[src/rtl/core/mck_pkg.sv]
package mck_pkg;

   localparam int MCK_CHAR_W      = 8;
   localparam int MCK_UNIT_W      = 10;
   localparam int MCK_DUR_W       = 12;
   localparam int MCK_CNT_W       = 3;
   localparam int MCK_SYM_W       = 5;
   localparam int MCK_QUEUE_DEPTH = 2;

   localparam logic [MCK_UNIT_W-1:0] MCK_UNIT_RESET = 10'd100;

   localparam logic [MCK_CHAR_W-1:0] CH_UPPER_A = 8'h41;
   localparam logic [MCK_CHAR_W-1:0] CH_UPPER_Z = 8'h5a;
   localparam logic [MCK_CHAR_W-1:0] CH_LOWER_A = 8'h61;
   localparam logic [MCK_CHAR_W-1:0] CH_LOWER_Z = 8'h7a;
   localparam logic [MCK_CHAR_W-1:0] CH_DIGIT_0 = 8'h30;
   localparam logic [MCK_CHAR_W-1:0] CH_DIGIT_9 = 8'h39;
   localparam logic [MCK_CHAR_W-1:0] CH_SPACE   = 8'h20;
   localparam logic [MCK_CHAR_W-1:0] CH_CASE_OFFSET = 8'h20;

   // one classified character; first symbol in the highest used bit, a set bit is a dah
   typedef struct packed {
      logic                 is_space;
      logic [MCK_CNT_W-1:0] count;
      logic [MCK_SYM_W-1:0] bits;
   } mck_desc_type;

   typedef struct packed {
      logic full;
      logic empty;
   } mck_q_status_type;

   function automatic mck_desc_type mck_pattern(input logic [MCK_CNT_W-1:0] count,
                                                input logic [MCK_SYM_W-1:0] bits);
      mck_desc_type d;
      d.is_space = 1'b0;
      d.count    = count;
      d.bits     = bits;
      return d;
   endfunction

   function automatic mck_desc_type mck_letter(input logic [4:0] idx);
      mck_desc_type d;
      unique case (idx)
         5'd0:    d = mck_pattern(3'd2, 5'h01);
         5'd1:    d = mck_pattern(3'd4, 5'h08);
         5'd2:    d = mck_pattern(3'd4, 5'h0a);
         5'd3:    d = mck_pattern(3'd3, 5'h04);
         5'd4:    d = mck_pattern(3'd1, 5'h00);
         5'd5:    d = mck_pattern(3'd4, 5'h02);
         5'd6:    d = mck_pattern(3'd3, 5'h06);
         5'd7:    d = mck_pattern(3'd4, 5'h00);
         5'd8:    d = mck_pattern(3'd2, 5'h00);
         5'd9:    d = mck_pattern(3'd4, 5'h07);
         5'd10:   d = mck_pattern(3'd3, 5'h05);
         5'd11:   d = mck_pattern(3'd4, 5'h04);
         5'd12:   d = mck_pattern(3'd2, 5'h03);
         5'd13:   d = mck_pattern(3'd2, 5'h02);
         5'd14:   d = mck_pattern(3'd3, 5'h07);
         5'd15:   d = mck_pattern(3'd4, 5'h06);
         5'd16:   d = mck_pattern(3'd4, 5'h0d);
         5'd17:   d = mck_pattern(3'd3, 5'h02);
         5'd18:   d = mck_pattern(3'd3, 5'h00);
         5'd19:   d = mck_pattern(3'd1, 5'h01);
         5'd20:   d = mck_pattern(3'd3, 5'h01);
         5'd21:   d = mck_pattern(3'd4, 5'h01);
         5'd22:   d = mck_pattern(3'd3, 5'h03);
         5'd23:   d = mck_pattern(3'd4, 5'h09);
         5'd24:   d = mck_pattern(3'd4, 5'h0b);
         5'd25:   d = mck_pattern(3'd4, 5'h0c);
         default: d = mck_pattern(3'd0, 5'h00);
      endcase
      return d;
   endfunction

   function automatic mck_desc_type mck_digit(input logic [3:0] idx);
      mck_desc_type d;
      unique case (idx)
         4'd0:    d = mck_pattern(3'd5, 5'h1f);
         4'd1:    d = mck_pattern(3'd5, 5'h0f);
         4'd2:    d = mck_pattern(3'd5, 5'h07);
         4'd3:    d = mck_pattern(3'd5, 5'h03);
         4'd4:    d = mck_pattern(3'd5, 5'h01);
         4'd5:    d = mck_pattern(3'd5, 5'h00);
         4'd6:    d = mck_pattern(3'd5, 5'h10);
         4'd7:    d = mck_pattern(3'd5, 5'h18);
         4'd8:    d = mck_pattern(3'd5, 5'h1c);
         4'd9:    d = mck_pattern(3'd5, 5'h1e);
         default: d = mck_pattern(3'd0, 5'h00);
      endcase
      return d;
   endfunction

endpackage

[src/rtl/core/mck_front.sv]
module mck_front (
   input  logic                           clock,
   input  logic                           reset,
   input  logic                           start,
   input  logic [mck_pkg::MCK_CHAR_W-1:0] character,
   input  mck_pkg::mck_q_status_type      q_status,
   output logic                           busy,
   output logic                           push,
   output mck_pkg::mck_desc_type          push_desc
);
   import mck_pkg::*;

   logic                  valid_ff, valid_in;
   mck_desc_type          desc_ff, desc_in;
   logic [MCK_CHAR_W-1:0] folded;
   mck_desc_type          classified;
   logic                  accept;
   logic [MCK_CHAR_W-1:0] letter_off;
   logic [MCK_CHAR_W-1:0] digit_off;

   assign busy   = valid_ff && q_status.full;
   assign push   = valid_ff && !q_status.full;
   assign accept = start && !busy;
   assign push_desc = desc_ff;

   always_comb begin
      folded = character;
      if (character >= CH_UPPER_A && character <= CH_UPPER_Z) begin
         folded = character + CH_CASE_OFFSET;
      end
      letter_off = folded - CH_LOWER_A;
      digit_off  = folded - CH_DIGIT_0;
      classified = mck_pattern(3'd0, 5'h00);
      priority if (folded >= CH_LOWER_A && folded <= CH_LOWER_Z) begin
         classified = mck_letter(letter_off[4:0]);
      end else if (folded >= CH_DIGIT_0 && folded <= CH_DIGIT_9) begin
         classified = mck_digit(digit_off[3:0]);
      end else if (folded == CH_SPACE) begin
         classified.is_space = 1'b1;
      end else begin
         // unknown byte: letter gap only
         classified = mck_pattern(3'd0, 5'h00);
      end
   end

   always_comb begin
      valid_in = valid_ff;
      desc_in  = desc_ff;
      if (accept) begin
         valid_in = 1'b1;
         desc_in  = classified;
      end else if (push) begin
         valid_in = 1'b0;
      end
   end

   always_ff @(posedge clock) begin
      if (reset) begin
         valid_ff <= 1'b0;
      end else begin
         valid_ff <= valid_in;
      end
      desc_ff <= desc_in;
   end

endmodule

[src/rtl/core/mck_queue.sv]
module mck_queue #(
   parameter int DEPTH = mck_pkg::MCK_QUEUE_DEPTH
) (
   input  logic                      clock,
   input  logic                      reset,
   input  logic                      push,
   input  mck_pkg::mck_desc_type     push_desc,
   input  logic                      pop,
   output mck_pkg::mck_desc_type     pop_desc,
   output mck_pkg::mck_q_status_type status
);
   import mck_pkg::*;

   localparam int PTR_W = (DEPTH > 1) ? $clog2(DEPTH) : 1;
   localparam int CNT_W = $clog2(DEPTH + 1);
   localparam logic [PTR_W-1:0] LAST_PTR = PTR_W'(DEPTH - 1);
   localparam logic [CNT_W-1:0] FULL_CNT = CNT_W'(DEPTH);

   mck_desc_type     slot_ff [DEPTH];
   logic [PTR_W-1:0] wr_ptr_ff, wr_ptr_in;
   logic [PTR_W-1:0] rd_ptr_ff, rd_ptr_in;
   logic [CNT_W-1:0] count_ff, count_in;
   logic             do_push, do_pop;

   assign status.full  = (count_ff == FULL_CNT);
   assign status.empty = (count_ff == '0);
   assign do_push  = push && !status.full;
   assign do_pop   = pop && !status.empty;
   assign pop_desc = slot_ff[rd_ptr_ff];

   always_comb begin
      wr_ptr_in = wr_ptr_ff;
      rd_ptr_in = rd_ptr_ff;
      count_in  = count_ff;
      if (do_push) begin
         wr_ptr_in = (wr_ptr_ff == LAST_PTR) ? '0 : wr_ptr_ff + 1'b1;
      end
      if (do_pop) begin
         rd_ptr_in = (rd_ptr_ff == LAST_PTR) ? '0 : rd_ptr_ff + 1'b1;
      end
      if (do_push && !do_pop) begin
         count_in = count_ff + 1'b1;
      end else if (do_pop && !do_push) begin
         count_in = count_ff - 1'b1;
      end
   end

   always_ff @(posedge clock) begin
      if (reset) begin
         wr_ptr_ff <= '0;
         rd_ptr_ff <= '0;
         count_ff  <= '0;
      end else begin
         wr_ptr_ff <= wr_ptr_in;
         rd_ptr_ff <= rd_ptr_in;
         count_ff  <= count_in;
      end
      if (do_push) begin
         slot_ff[wr_ptr_ff] <= push_desc;
      end
   end

endmodule

[src/rtl/core/mck_back.sv]
module mck_back (
   input  logic                           clock,
   input  logic                           reset,
   input  logic [mck_pkg::MCK_UNIT_W-1:0] unit_ms,
   input  mck_pkg::mck_q_status_type      q_status,
   input  mck_pkg::mck_desc_type          pop_desc,
   output logic                           pop,
   output logic                           rsp_strobe,
   output logic                           rsp_light_on,
   output logic [mck_pkg::MCK_DUR_W-1:0]  rsp_duration_ms,
   output logic                           rsp_last
);
   import mck_pkg::*;

   typedef enum logic [4:0] {
      ST_IDLE  = 5'b00001,
      ST_SPACE = 5'b00010,
      ST_ON    = 5'b00100,
      ST_OFF   = 5'b01000,
      ST_GAP   = 5'b10000
   } back_state_type;

   back_state_type       state_ff, state_in;
   logic [MCK_CNT_W-1:0] rem_ff, rem_in;
   logic [MCK_SYM_W-1:0] bits_ff, bits_in;
   logic                 strobe_ff, strobe_in;
   logic                 light_ff, light_in;
   logic [MCK_DUR_W-1:0] dur_ff, dur_in;
   logic                 last_ff, last_in;
   logic [MCK_DUR_W-1:0] dur_1u, dur_3u, dur_4u;
   logic [MCK_CNT_W-1:0] sym_idx;

   assign dur_1u = {2'b00, unit_ms};
   assign dur_3u = {2'b00, unit_ms} + {1'b0, unit_ms, 1'b0};
   assign dur_4u = {unit_ms, 2'b00};
   assign sym_idx = rem_ff - 1'b1;
   assign pop = (state_ff == ST_IDLE) && !q_status.empty;

   always_comb begin
      state_in  = state_ff;
      rem_in    = rem_ff;
      bits_in   = bits_ff;
      strobe_in = 1'b0;
      light_in  = 1'b0;
      dur_in    = dur_1u;
      last_in   = 1'b0;
      unique case (state_ff)
         ST_IDLE: begin
            if (pop) begin
               rem_in  = pop_desc.count;
               bits_in = pop_desc.bits;
               priority if (pop_desc.is_space) begin
                  state_in = ST_SPACE;
               end else if (pop_desc.count != '0) begin
                  state_in = ST_ON;
               end else begin
                  state_in = ST_GAP;
               end
            end
         end
         ST_SPACE: begin
            strobe_in = 1'b1;
            dur_in    = dur_4u;
            state_in  = ST_GAP;
         end
         ST_ON: begin
            strobe_in = 1'b1;
            light_in  = 1'b1;
            dur_in    = bits_ff[sym_idx] ? dur_3u : dur_1u;
            state_in  = ST_OFF;
         end
         ST_OFF: begin
            strobe_in = 1'b1;
            rem_in    = sym_idx;
            state_in  = (rem_ff == 3'd1) ? ST_GAP : ST_ON;
         end
         ST_GAP: begin
            strobe_in = 1'b1;
            dur_in    = dur_3u;
            last_in   = 1'b1;
            state_in  = ST_IDLE;
         end
         default: begin
            state_in = ST_IDLE;
         end
      endcase
   end

   always_ff @(posedge clock) begin
      if (reset) begin
         state_ff  <= ST_IDLE;
         strobe_ff <= 1'b0;
      end else begin
         state_ff  <= state_in;
         strobe_ff <= strobe_in;
      end
      rem_ff   <= rem_in;
      bits_ff  <= bits_in;
      light_ff <= light_in;
      dur_ff   <= dur_in;
      last_ff  <= last_in;
   end

   assign rsp_strobe      = strobe_ff;
   assign rsp_light_on    = light_ff;
   assign rsp_duration_ms = dur_ff;
   assign rsp_last        = last_ff;

endmodule

[src/rtl/core/morse_character_keyer.sv]
// channel   ports                                   transfer
// request   start, busy, req_character              start high and busy low at the edge
// result    rsp_strobe, rsp_light_on,               one cycle each, strobe marks it,
//           rsp_duration_ms, rsp_last               the receiver takes it at that edge
// csr       csr_valid, csr_ready, csr_unit_ms       valid and ready high at the edge
//
// a character gives 1 to 11 intervals, one per cycle, after the back sequencer fetches
// its entry from the queue in the idle state
// the front holds one character and the queue two more; busy rises while both are full
// results leave a registered output stage and cannot be held off
// synchronous reset clears the queue, the sequencer and sets the unit to 100 ms
module morse_character_keyer #(
   parameter int QUEUE_DEPTH = mck_pkg::MCK_QUEUE_DEPTH
) (
   input  logic                           clock,
   input  logic                           reset,
   input  logic                           start,
   output logic                           busy,
   input  logic [mck_pkg::MCK_CHAR_W-1:0] req_character,
   output logic                           rsp_strobe,
   output logic                           rsp_light_on,
   output logic [mck_pkg::MCK_DUR_W-1:0]  rsp_duration_ms,
   output logic                           rsp_last,
   input  logic                           csr_valid,
   output logic                           csr_ready,
   input  logic [mck_pkg::MCK_UNIT_W-1:0] csr_unit_ms
);
   import mck_pkg::*;

   logic [MCK_UNIT_W-1:0] unit_ms_ff, unit_ms_in;
   mck_q_status_type      q_status;
   mck_desc_type          push_desc;
   mck_desc_type          pop_desc;
   logic                  push;
   logic                  pop;

   assign csr_ready  = 1'b1;
   assign unit_ms_in = (csr_valid && csr_ready) ? csr_unit_ms : unit_ms_ff;

   always_ff @(posedge clock) begin
      if (reset) begin
         unit_ms_ff <= MCK_UNIT_RESET;
      end else begin
         unit_ms_ff <= unit_ms_in;
      end
   end

   mck_front u_front (
      .clock     (clock),
      .reset     (reset),
      .start     (start),
      .character (req_character),
      .q_status  (q_status),
      .busy      (busy),
      .push      (push),
      .push_desc (push_desc)
   );

   mck_queue #(
      .DEPTH (QUEUE_DEPTH)
   ) u_queue (
      .clock     (clock),
      .reset     (reset),
      .push      (push),
      .push_desc (push_desc),
      .pop       (pop),
      .pop_desc  (pop_desc),
      .status    (q_status)
   );

   mck_back u_back (
      .clock           (clock),
      .reset           (reset),
      .unit_ms         (unit_ms_ff),
      .q_status        (q_status),
      .pop_desc        (pop_desc),
      .pop             (pop),
      .rsp_strobe      (rsp_strobe),
      .rsp_light_on    (rsp_light_on),
      .rsp_duration_ms (rsp_duration_ms),
      .rsp_last        (rsp_last)
   );

   // the letter gap is always dark
   a_last_dark: assert property (@(posedge clock) disable iff (reset)
      rsp_last |-> (rsp_strobe && !rsp_light_on))
      else $error("letter gap with lamp lit");

   // every lit interval is followed at once by a dark one
   a_on_then_off: assert property (@(posedge clock) disable iff (reset)
      (rsp_strobe && rsp_light_on) |=> (rsp_strobe && !rsp_light_on && !rsp_last))
      else $error("lit interval not followed by symbol space");

   // a run of intervals has no holes before its last one
   a_run_contiguous: assert property (@(posedge clock) disable iff (reset)
      (rsp_strobe && !rsp_last) |=> rsp_strobe)
      else $error("gap inside an interval run");

   // the queue never reports full and empty at once
   a_queue_sane: assert property (@(posedge clock) disable iff (reset)
      !(q_status.full && q_status.empty))
      else $error("queue full and empty together");

endmodule
[config.mk]
export PLATFORM = sky130hd
export DESIGN_NAME = morse_character_keyer
export DESIGN_NICKNAME = d
export VERILOG_FILES = /design/src/rtl/core/mck_pkg.sv /design/src/rtl/core/mck_front.sv /design/src/rtl/core/mck_queue.sv /design/src/rtl/core/mck_back.sv /design/src/rtl/core/morse_character_keyer.sv
export SDC_FILE = /design/constraint.sdc
export NUM_CORES = 1
export LEC_CHECK = 0
export ABC_AREA = 1
export BUFFER_PORTS_ARGS = -buffer_cell sky130_fd_sc_hd__buf_2
export CAP_MARGIN = 25
export CELL_PAD_IN_SITES_DETAIL_PLACEMENT = 1
export CELL_PAD_IN_SITES_GLOBAL_PLACEMENT = 1
export CORE_ASPECT_RATIO = 1.25
export CORE_UTILIZATION = 40
export DETAILED_ROUTE_END_ITERATION = 16
export PLACE_DENSITY = 0.8
export SLEW_MARGIN = 10
export SYNTH_ARGS = -nofsm -noshare
export SYNTH_HDL_FRONTEND = slang
export SYNTH_HIERARCHICAL = 1
export SYNTH_SLANG_ARGS = --single-unit
[constraint.sdc]
create_clock -name clock -period 2.1 [get_ports clock]
set_clock_uncertainty 0.05 [all_clocks]
set_input_delay 0.42 -clock clock [delete_from_list [all_inputs] [get_ports clock]]
set_output_delay 0.42 -clock clock [all_outputs]
set_load 0.01 [all_outputs]
==> impl_results.md <==
- Mapped Cells: 552
- Initial Util: 0.411
- Synth top area share: 0.242
- Post-synth EDFFs: 35
- Worst min path class: in2reg
- Setup CP Type: reg2reg
- Setup Viol. Count Final: 0
- Detailed placement HPWL: 8550 µm
- DRT Pass-1 Iters: 6
- Core ar.: 10,600 µm²
- Syn nets: 597
- Fmax: 522 MHz
- Synth Cell Area: 4340 µm²
- Switching share of power: 0.348
- CTS tree: done
- GRT Total Usage: 0.215
- Area leader, netlist: edfxtp_1
- Tcrit/Tclk final: 0.912
- CTS buffer count: 9
- Hold depth: 3
- Post-CTS Hold Buffers: 0
- Final hold vios: 0
- GPL Wtd Cong: 0.854
- Final non-filler cell total: 747
- Total grt overflow: 0
- Nets: 655
- Yosys cell types: 46
- Synthesis-to-layout area growth: 16.8%
- Vias: 3,820
- Die Wd: 95.2 µm
- Place WS: -119 ps
- Req. time, crit path: 2250 ps
- Inst Count DP: 731
- Initial antenna violation count: 0
- WL final: 10,800 µm
- Post-DRT Antenna Nets: 0
- Cell internal pwr: 0.00318 W
- Post-route DRC violation count: 0
- Pleak: 2.46 nW
- Clk pwr share: 0.306
- Worst-path clk slew: 60 ps
- Post-synth ARST share: 0
- Synth Flop Type: dfxtp_1
- Die H: 118 µm
- Root buf cell: clkbuf_16
- Post-CTS Setup Inserts: 0
- Reg power frac: 0.390
- Critical path arrival: 2070 ps
- Pwr dens: 963 nW/µm²
- FP Rows: 42
- Worst reg-to-reg path cell count: 9
- Yosys warns: 6
- DRT iter0 DRCs: 106
- Sink Count: 71
- Largest net degree at the start of global routing: 19
- Status: completed
- Vias in the first global route: 4,013
- Worst-case clock buffer depth: 2
- Fraction of layout cells with a size suffix above 1: 0.211
- Worst-path maximum fanout: 7
- Slack of the critical path: 185 ps
- N_diodes: 0
- Syn_area_per_cell: 7.86 µm²
- H-tree depth: 3
- Fin crit period: 1920 ps
- Slew Limit Fails: 0
- CP startpoint kind: flop
- Max cap viols: 0
- Die area: 11,300 µm²
- Worst IR Drop VDD: 0.335 mV
- First-pass GRT wire length: 18,800 µm
- Seq cells post-synth: 71
- Overall power: 0.00488 W
- Ranking of synthesized cells by area: edfxtp_1 24%, dfxtp_1 17%, nand2_1 14%, inv_1 6.4%, ha_1 6.3%
- Logic pwr share: 0.303
- RSZ-0062 raised after global routing: false
- Clk_lat worst skew: 330 ps
- DR WL/cell: 14.5 µm
- CP endpoint kind: flop
- Switching pwr: 0.00170 W
- Vias per cell: 5.11
- # IOs: 39
- Part of the Yosys area used for sequential elements: 0.408
- I/O Buffers: 37
layout by cell type (no fill, tap or decap), types with 2 or more instances in the layout:
cell type   synthesis  final
clkinvlp_4          0      2
inv_1              74     73
o21ai_1             4      4
mux2_2              9      9
nand2_4             3      3
inv_2               7      7
nand2_1           159    159
nand4_4             2      2
o21ai_2             3      3
buf_4               3     18
nor2_2              3      3
dfxtp_1            36     35
nor2_4              5      5
nand3_2             5      5
xor2_1              3      3
nor2_1             48     48
a21oi_1            13     13
nor3b_2             2      2
o21ai_0            17     17
buf_2               2     37
nor3_1              2      2
nand4_1            16     16
a21oi_2             3      3
xnor2_1             2      2
edfxtp_1           35     35
nand3b_1            2      2
clkinv_2            1      2
ha_1               22     20
nand2_2             6      6
nand3_1            47     47
clkbuf_16           0     10
final cells by class:
cell class | count | area (µm²)
clock buffer | 11 | 264
tap | 132 | 165
timing repair buffer | 55 | 320
fill | 1326 | 5490
inverter | 83 | 317
clock inverter | 5 | 36.3
sequential | 71 | 1770
multi-input combinational | 390 | 2190
final timing paths:
| kind | end | from | slack [ps] |
|---|---|---|---|
| setup reg to reg | u_back/rsp_duration_ms[2] | u_back/rem_ff[0] | 180 |
| hold / removal | unit_ms_ff[5] | csr_unit_ms[5] | 260 |
| setup / recovery | u_back/rsp_duration_ms[2] | u_back/rem_ff[0] | 180 |
| hold reg to reg | u_queue/slot_ff[1][6] | u_front/push_desc[6] | 400 |
Yosys cell counts (4+ instances only):
cell type and number:
nor2_1 48, ha_1 22, nor2_4 5, o21ai_1 4
nand3_1 47, nand3_2 5, o21ai_0 17, edfxtp_1 35
mux2_2 9, inv_2 7, nand4_1 16, inv_1 74
dfxtp_1 36, nand2_1 159, nand2_2 6, a21oi_1 13
metal layers:
layer	global-route usage	vias up	routed length (µm)
met5	0	-	0
met4	0.0947	0	316
met3	0.0296	26	249
met2	0.383	57	5820
met1	0.249	1832	4450
li1	-	1905	-
cells by family (layout without fill, tap and decap cells):
| logic type | Yosys count | after routing | synth area share |
|---|---|---|---|
| and+or+nand+nor | 309 | 309 | 0.344 |
| buffers and inverters | 91 | 154 | 0.0894 |
| DFF | 71 | 71 | 0.408 |
| AOI/OAI and AO/OA | 43 | 43 | 0.0559 |
| adders and majority gates | 23 | 23 | 0.0681 |
| muxes | 9 | 9 | 0.0234 |
| xor gates and xnor gates | 5 | 5 | 0.0101 |
| other | 1 | 1 | 0.000864 |
metrics by stage:
stage | hold WS (ps) | cell area (µm²) | TNS (ps) | utilization
after detailed placement | 384 | 4770 | -538 | 0.451
after floorplan | 371 | 4360 | 0 | -
final | 255 | 5070 | 0 | 0.480
after global routing | 266 | 5070 | 0 | 0.480
after global placement | 376 | 4770 | -177 | 0.451
after CTS | 247 | 5070 | 0 | 0.480
power by group through the flow:
stage	clock [W]	sequential, W	combinational (W)
after global routing	0.00159	0.00194	0.00167
final	0.00150	0.00191	0.00148
after detailed placement	0	0.00193	0.00147
after floorplan	0	0.00189	0.00107
after CTS	0.00153	0.00191	0.00149
after global placement	0	0.00191	0.00139
timing repair:
item,4_1_cts,5_1_grt
resized for setup,0,2
hold endpoints to repair,0,0
endpoints found under the setup margin,0,1
registers in the layout (all words and copies together), names as in the netlist, named ones only:
name                    count
u_queue/count_ff            2
u_back/rsp_duration_ms     12
u_queue/rd_ptr_ff           1
unit_ms_ff                 10
u_back/bits_ff              5
u_back/rsp_strobe           1
u_queue/slot_ff            18
u_queue/wr_ptr_ff           1
u_back/state_ff             5
u_back/rsp_last             1
u_front/valid_ff            1
u_back/rsp_light_on         1
u_back/rem_ff               3
u_front/push_desc           9
critical path, cell delays in order, from the launching register on:
cell	delay (ps)
edfxtp_1	490
inv_2	90
ha_1	370
inv_1	120
nand3_1	100
nand2_1	60
nand2_1	90
nand3_1	170
nand3b_1	150
nand3_1	100
(Power assumes the default switching activity.)
